<file path="src/sv/pfa_pkg.sv">
// ----------------------------------------------------------------------------
// pfa_pkg: shared types and constants of the page frame allocator
// Sizes of the used map, request and status codes, controller states and
// the command/status bundles between controller and datapath.
// ----------------------------------------------------------------------------
package pfa_pkg;

    // Capacity of the used map in pages
    localparam int MAX_PAGES  = 65536;
    localparam int PAGE_W     = $clog2(MAX_PAGES);
    localparam int CNT_W      = PAGE_W + 1;
    localparam int WORD_W     = 32;
    localparam int OFF_W      = $clog2(WORD_W);
    localparam int NUM_WORDS  = MAX_PAGES / WORD_W;
    localparam int WADDR_W    = $clog2(NUM_WORDS);

    // Port widths
    localparam int CFG_W      = 17;
    localparam int CFG_ADDR_W = 1;
    localparam int S_DATA_W   = 16;
    localparam int M_DATA_W   = 40;
    localparam int M_USER_W   = 2;

    // Register indexes
    localparam logic [CFG_ADDR_W-1:0] REG_TOTAL    = 1'b0;
    localparam logic [CFG_ADDR_W-1:0] REG_RESERVED = 1'b1;

    // Request kinds
    localparam logic REQ_ALLOC = 1'b0;
    localparam logic REQ_FREE  = 1'b1;

    typedef enum logic [1:0] {
        STS_OK       = 2'd0,
        STS_NO_FREE  = 2'd1,
        STS_BAD_FREE = 2'd2
    } pfa_status_t;

    typedef enum logic [2:0] {
        ST_CLEAR,
        ST_IDLE,
        ST_LOOKUP,
        ST_EVAL,
        ST_RESULT
    } pfa_state_t;

    typedef struct packed {
        logic clr_step;
        logic accept;
        logic lookup;
        logic eval;
        logic load_out;
    } pfa_cmd_t;

    typedef struct packed {
        logic cfg_hit;
        logic clr_last;
        logic lookup_done;
        logic eval_done;
        logic out_room;
    } pfa_sts_t;

endpackage

</file>
<file path="src/sv/pfa_ctrl.sv">
// ----------------------------------------------------------------------------
// pfa_ctrl: sequencer of the page frame allocator
// Walks the clearing pass, request intake, lookup, map scan and result
// hand-off; the datapath reports when each phase is finished.
// ----------------------------------------------------------------------------
module pfa_ctrl
    import pfa_pkg::*;
(
    input  logic     aclk,
    input  logic     aresetn,
    input  logic     s_tvalid,
    output logic     s_tready,
    input  pfa_sts_t sts,
    output pfa_cmd_t cmd
);

    pfa_state_t state_reg;
    pfa_state_t state_next;

    always_ff @(posedge aclk) begin
        if (!aresetn) begin
            state_reg <= ST_CLEAR;
        end else begin
            state_reg <= state_next;
        end
    end

    always_comb begin
        state_next = state_reg;
        case (state_reg)
            ST_CLEAR: begin
                if (sts.clr_last) state_next = ST_IDLE;
            end
            ST_IDLE: begin
                if (s_tvalid) state_next = ST_LOOKUP;
            end
            ST_LOOKUP: begin
                state_next = sts.lookup_done ? ST_RESULT : ST_EVAL;
            end
            ST_EVAL: begin
                if (sts.eval_done) state_next = ST_RESULT;
            end
            ST_RESULT: begin
                if (sts.out_room) state_next = ST_IDLE;
            end
            default: begin
                state_next = ST_CLEAR;
            end
        endcase
        // a register write restarts the clearing pass
        if (sts.cfg_hit) state_next = ST_CLEAR;
    end

    always_comb begin
        cmd      = '0;
        s_tready = 1'b0;
        case (state_reg)
            ST_CLEAR: begin
                cmd.clr_step = 1'b1;
            end
            ST_IDLE: begin
                s_tready   = !sts.cfg_hit;
                cmd.accept = s_tvalid && !sts.cfg_hit;
            end
            ST_LOOKUP: begin
                cmd.lookup = 1'b1;
            end
            ST_EVAL: begin
                cmd.eval = 1'b1;
            end
            ST_RESULT: begin
                cmd.load_out = sts.out_room;
            end
            default: begin
                cmd = '0;
            end
        endcase
    end

endmodule

</file>
<file path="config.mk">
export PLATFORM = sky130hd
export DESIGN_NAME = pfa_ctrl
export DESIGN_NICKNAME = d
export VERILOG_FILES = /design/src/sv/pfa_pkg.sv /design/src/sv/pfa_ctrl.sv
export SDC_FILE = /design/constraint.sdc
export NUM_CORES = 1
export LEC_CHECK = 0
export ABC_AREA = 1
export BUFFER_PORTS_ARGS = -buffer_cell sky130_fd_sc_hd__buf_2
export CAP_MARGIN = 10
export CORE_AREA = 2 2 39 41
export DETAILED_ROUTE_END_ITERATION = 6
export DIE_AREA = 0 0 41 43
export GPL_TIMING_DRIVEN = 0
export PLACE_DENSITY = 0.41
export SYNTH_ARGS = -nofsm -noshare
export SYNTH_HDL_FRONTEND = slang
export SYNTH_SLANG_ARGS = --single-unit
</file>
<file path="constraint.sdc">
create_clock -name aclk -period 0.9 [get_ports aclk]
set_input_delay 0.09 -clock aclk [delete_from_list [all_inputs] [get_ports aclk]]
set_output_delay 0.09 -clock aclk [all_outputs]
set_load 0.005 [all_outputs]
</file>
==> results by group, run 1 <==
Status
  – Status: finished with violations
  – Violated checks: negative setup slack

Global route
  – GRT Residual Overflow: 0
  – Vias in the first global route: between 200 and 300
  – First-pass GRT wire length: 938 um
  – Initial antenna violation count: 0
  – Global Route Usage Sum: under 10%
  – Largest net degree at the start of global routing: 7

STA
  – Min Tclk post-route: about 1.1 ns
  – Final worst slack: -0.211 ns
  – Hold Violations, Final: 0
  – Period utilization: 123%
  – Fmax achieved: 0.900 GHz
  – RSZ-0062 raised after global routing: true
  – Final Max Tran Viols: 0
  – Final setup fails: 9
  – Max-slew headroom: 87.4%
  – Final Skew: 0.00814 ns
  – Worst Tran Pin Value: 0.188 ns

Worst setup path
  – Worst EP required: 0.81 ns
  – Critical Path End Type: output pin
  – Worst Path Max Fanout: 4
  – CP startpoint kind: register
  – Internal reg-to-reg setup slack: -0.14 ns
  – Crit path kind: reg -> out
  – Crit path DAT: between 1 and 1.5 ns

Synthesis
  – Syn Std Cell Area: 244 sq um
  – Yosys warnings: 0
  – #FFs+latches synth: 3
  – Seq/Total Area, Yosys: 24.6%
  – Mean Syn Cell Area: 5.42 sq um
  – Mapped Cells: between 40 and 50
  – Mapped Nets: between 50 and 60
  – Netlist cell types: 11

Drt
  – Initial DRC Count: 5
  – DR vias: 326
  – First-pass DRT Iterations: 2
  – Final WL: ~640 um
  – Antenna viol nets, final: 0
  – WL per Instance: 8.03 um
  – Avg Vias per Cell: 4.08
  – Residual DRC: 0

Final layout
  – P&R area growth vs syn: 73.8%
  – Antenna cell count: 0
  – Area of the multi-input gates: 193 sq um
  – Max FFs per register: 3
  – Final nets: 73
  – Non-Filler Instances: 80
  – Filler cells: 156
  – FF/Latch Area: 71.3 sq um
  – Share of layout cells above drive strength 1: between 50% and 60%

Placed design
  – Routability Congestion: 0.709
  – Detailed-placement wirelength estimate: 483 um
  – Pre-CTS setup slack: -0.224 ns
  – Cells after DPL: 74
  – I/O Buffers: 13

CTS
  – CTS max path bufs: 2
  – CTS root buffer: clkbuf_4
  – CTS tree: yes
  – CTS HTree Levels: 1
  – Clk sink count: 3
  – Worst-skew pair later-pin latency: approximately 0.25 ns
  – Worst-path clk slew: 0.04 ns
  – Num CTS Buffers: 3

Power
  – Leakage: 0.223 nW
  – Power per cell area: 1270 nW/um^2
  – Max IR drop VDD: 0.524 mV

Floorplan
  – # rows: 14
  – Die extent in x: 41 um
  – Die Ht: 43 um
  – Core area: 1380 sq um
  – Initial Util: 17.6%
  – Ports: 14
  – Die ar.: between 1500 and 2000 sq um

Flow run
  – Max_cap viols: 0

Hold path
  – Worst min-delay path category: in -> reg
worst max-delay path, stage by stage (launching register included):
cell	delay (ns)
dfxtp_4	0.36
nor2_4	0.12
nand2_2	0.08
nor3_2	0.09
buf_2	0.12
repair_timing:
action                                  CTS  global route
pin swaps                                 3             1
cloned                                    0             0
setup buffers                             2             0
hold buffers                              0             0
endpoints found under the setup margin    9             9
gates resized for setup                  14             5
hold endpoints to repair                  0             0
where the power goes:
part,total (mW),leakage [nW],internal [mW],switching [mW]
registers,0.152,0.0267,0.137,0.0154
clock network,0.249,0.0150,0.167,0.0825
logic,0.138,0.181,0.0666,0.0712
total,0.540,0.223,0.370,0.169
synth_stat cells:
library cell / number / area [sq um]
nand2_1: 10 / 37.5
nor2_2: 2 / 12.5
nand3b_1: 1 / 7.51
dfxtp_1: 3 / 60.1
inv_1: 9 / 33.8
a21oi_1: 2 / 10.0
nand2_2: 3 / 18.8
nor2_1: 9 / 33.8
nor3_1: 3 / 15.0
nand3_1: 2 / 10.0
o21ai_0: 1 / 5.00
layout by cell type, fill, tap and decap left out:
cell type  count
inv_1          7
nand3_1        2
nor2_1         6
buf_2         13
nand3b_1       1
o21ai_1        1
buf_4          2
nor2_2         2
dfxtp_4        3
a21oi_1        2
nand2_4        1
clkbuf_4       3
inv_2          2
nor3_1         1
nand2_1        8
nor3_2         2
clkbuf_1       1
nor2_4         3
nand2_2        4
metrics by stage:
stage / setup TNS, ns / power [mW] / util [%] / area, sq um / hold WS [ns]
after floorplan: -0.272 / 0.220 / - / 245 / 0.211
after global routing: -2.07 / 0.584 / 30.7 / 424 / 0.162
after CTS: -1.64 / 0.536 / 29.4 / 407 / 0.120
after global placement: -0.851 / 0.260 / 23.9 / 330 / 0.380
final: -1.47 / 0.540 / 30.7 / 424 / 0.139
after detailed placement: -0.819 / 0.259 / 23.9 / 330 / 0.384
logic make-up after synthesis:
family	after synthesis	share of synthesized area [%]
AOI/OAI and AO/OA	3	6.15
and+or+nand+nor	30	55.4
buffers and inverters	9	13.8
DFF	3	24.6
final cells by class:
type | instances | share of cell area, %
Tap cell | 16 | 4.72
Multi-Input combinational cell | 33 | 45.4
Inverter | 9 | 7.96
Timing Repair Buffer | 15 | 18.9
Sequential cell | 3 | 16.8
Clock buffer | 4 | 6.19
routing by layer:
layer  vias to the layer above  global-route usage, %  wire length, um
li1                        174                      -                -
met1                       138                   9.94              285
met2                        12                   10.9              284
met3                         2                   1.57               48
met4                         0                   8.00               25
met5                         -                      0                0
final timing paths:
kind,start,endpoint,cells past startpoint
worst min-delay path,sts[4],state_reg[1],4
worst max-delay path,state_reg[1],cmd[3],4
worst min register to register,state_reg[2],state_reg[2],2
worst max register to register,state_reg[0],state_reg[1],6
No activity file was read; power rests on OpenSTA's default activity.
==> run 2, diff against run 1 <==
BUFFER_PORTS_ARGS = -buffer_cell sky130_fd_sc_hd__buf_4   (was -buffer_cell sky130_fd_sc_hd__buf_2)
==> run 2 against run 1 <==
  * The run still ends with negative setup slack left
  * Worst hold slack worse by 0.0022 ns
  * Clock power down 5%
  * Worst setup slack better by 0.0072 ns
  * Via count up 8.6%
  * Sequential share of layout area down 3.4 points
  * Maximum frequency up 0.65%
  * Final cell count up 8.8%
  * Combinational power up 41%
  * Critical path type is now reg -> reg
  * Largest cell class unchanged
==> results by group, run 2 (synthesized netlist as in run 1, its figures left out) <==
Drt
  – DR vias: 354
  – Antenna viol nets, final: 0
  – WL per Instance: 9.05 um
  – Avg Vias per Cell: 4.07
  – First-pass DRT Iterations: 2
  – Initial DRC Count: 4
  – Final WL: 787 um
  – Residual DRC: 0

CTS
  – CTS tree: yes
  – Clk sink count: 3
  – Worst-path clk slew: roughly 0.040 ns
  – Worst-skew pair later-pin latency: roughly 0.23 ns
  – CTS HTree Levels: 1
  – CTS root buffer: clkbuf_4
  – CTS max path bufs: 2
  – Num CTS Buffers: 3

Worst setup path
  – CP max-delay cell: dfxtp_4
  – Max stage delay on crit path: roughly 0.36 ns
  – Worst Path Max Fanout: 4
  – Crit path kind: reg -> reg
  – Worst path cell trace: nor2_4 -> nand2_2 -> buf_4 -> buf_4 -> nand2_1 -> nand2_1 -> a21oi_1
  – CP startpoint kind: register
  – Internal reg-to-reg setup slack: -0.20 ns
  – Critical Path End Type: register
  – Crit path DAT: 1.26 ns
  – Worst EP required: 1.05 ns

Final layout
  – Most frequent cells in the layout: buf_4, nand2_1, inv_1, nor2_1
  – Most common cell after layout, fill and taps aside: buf_4
  – Max FFs per register: 3
  – Post-route cell area: 532 sq um
  – Share of layout cells above drive strength 1: roughly 65%
  – P&R area growth vs syn: 118%
  – Core Util, Final: 38.4%
  – Non-Filler Instances: 87
  – Antenna cell count: 0
  – Final nets: 80

Global route
  – Vias in the first global route: 316
  – Initial antenna violation count: 0
  – Global Route Usage Sum: about a tenth
  – GRT Residual Overflow: 0
  – Largest net degree at the start of global routing: 6
  – First-pass GRT wire length: 1.17 mm

Power
  – Max IR drop VDD: ~0.45 mV
  – Seq pwr share: roughly a quarter
  – Power per cell area: 1090 nW/um^2
  – Internal: 0.409 mW
  – Clk pwr share: 40.6%
  – Combinational group share of total power: 33.4%
  – Net Sw Frac: 29.7%
  – Sw Pwr: 0.173 mW
  – Leakage: approximately 0.27 nW

STA
  – Max-slew headroom: 85.9%
  – Final Skew: approximately 0.00025 ns
  – Min Tclk post-route: 1.10 ns
  – Hold Violations, Final: 0
  – Final worst slack: -0.204 ns
  – Final Max Tran Viols: 0
  – Worst Tran Pin Value: 0.212 ns
  – Fmax achieved: 0.906 GHz
  – Final setup fails: 9
  – Period utilization: 123%
  – Hold Slack: about 0.14 ns
  – RSZ-0062 raised after global routing: true

Floorplan
  – Die ar.: 1760 sq um
  – Die extent in x: 41 um
  – Ports: 14
  – # rows: 14
  – Die Ht: 43 um
  – Core area: 1380 sq um
  – Initial Util: between 10% and 20%

Hold path
  – Worst min-delay path category: in -> reg

Placed design
  – Detailed-placement wirelength estimate: 499 um
  – Pre-CTS setup slack: -0.224 ns
  – I/O Buffers: 13
  – Post-placement cell area: between 300 and 400 sq um
  – Cells after DPL: 74
  – Routability Congestion: 0.735

Status
  – Status: finished with violations
  – Violated checks: negative setup slack

Flow run
  – Max_cap viols: 0
## run 2: area by class of cell
class	instances	area [sq um]
tap	16	20.0
inverter	9	33.8
sequential	3	71.3
multi-input combinational	33	215
timing repair buffer	22	165
clock buffer	4	26.3
fill	149	852
## run 2: power groups by stage
| stage | logic, mW | registers [mW] | clock network, mW |
|---|---|---|---|
| floorplan | 0.0693 | 0.151 | 0 |
| global placement | 0.121 | 0.155 | 0 |
| detailed placement | 0.120 | 0.155 | 0 |
| CTS | 0.187 | 0.151 | 0.249 |
| global route | 0.214 | 0.152 | 0.265 |
| finish | 0.195 | 0.151 | 0.236 |
## run 2: critical path, delay by kind of cell, from the launching register on
| family | cells | cell delay (ns) |
|---|---|---|
| DFF | 1 | 0.36 |
| and+or+nand+nor | 4 | 0.31 |
| buffers and inverters | 2 | 0.26 |
| AOI/OAI and AO/OA | 1 | 0.12 |
## run 2: what timing repair did
item                                    in CTS  in global routing
endpoints found under the setup margin       9                  9
buffers inserted                             8                  1
resized for setup                           23                  1
gates cloned                                 0                  0
hold buffers                                 0                  0
pin swaps                                    7                  5
## run 2: final timing paths
kind / startpoint / end / depth (start not counted)
worst max register to register: state_reg[1] / state_reg[1] / 7
worst max-delay path: state_reg[1] / state_reg[1] / 7
worst min register to register: state_reg[2] / state_reg[2] / 2
worst min-delay path: sts[4] / state_reg[1] / 4
## run 2: layer usage
metal	routed length, um	vias up	share of wire, %	GRT usage, %
met5	0	-	0	0
met4	0	0	0	4.00
met3	39	0	5.0	3.14
met2	392	10	50	16.3
met1	355	156	45	10.9
li1	-	188	-	-
## run 2: stage by stage
stage / setup TNS [ns] / power, mW
2_1_floorplan: -0.272 / 0.220
3_3_place_gp: -0.949 / 0.276
3_5_place_dp: -0.759 / 0.275
4_1_cts: -1.68 / 0.587
5_1_grt: -2.15 / 0.631
6_report: -1.58 / 0.582
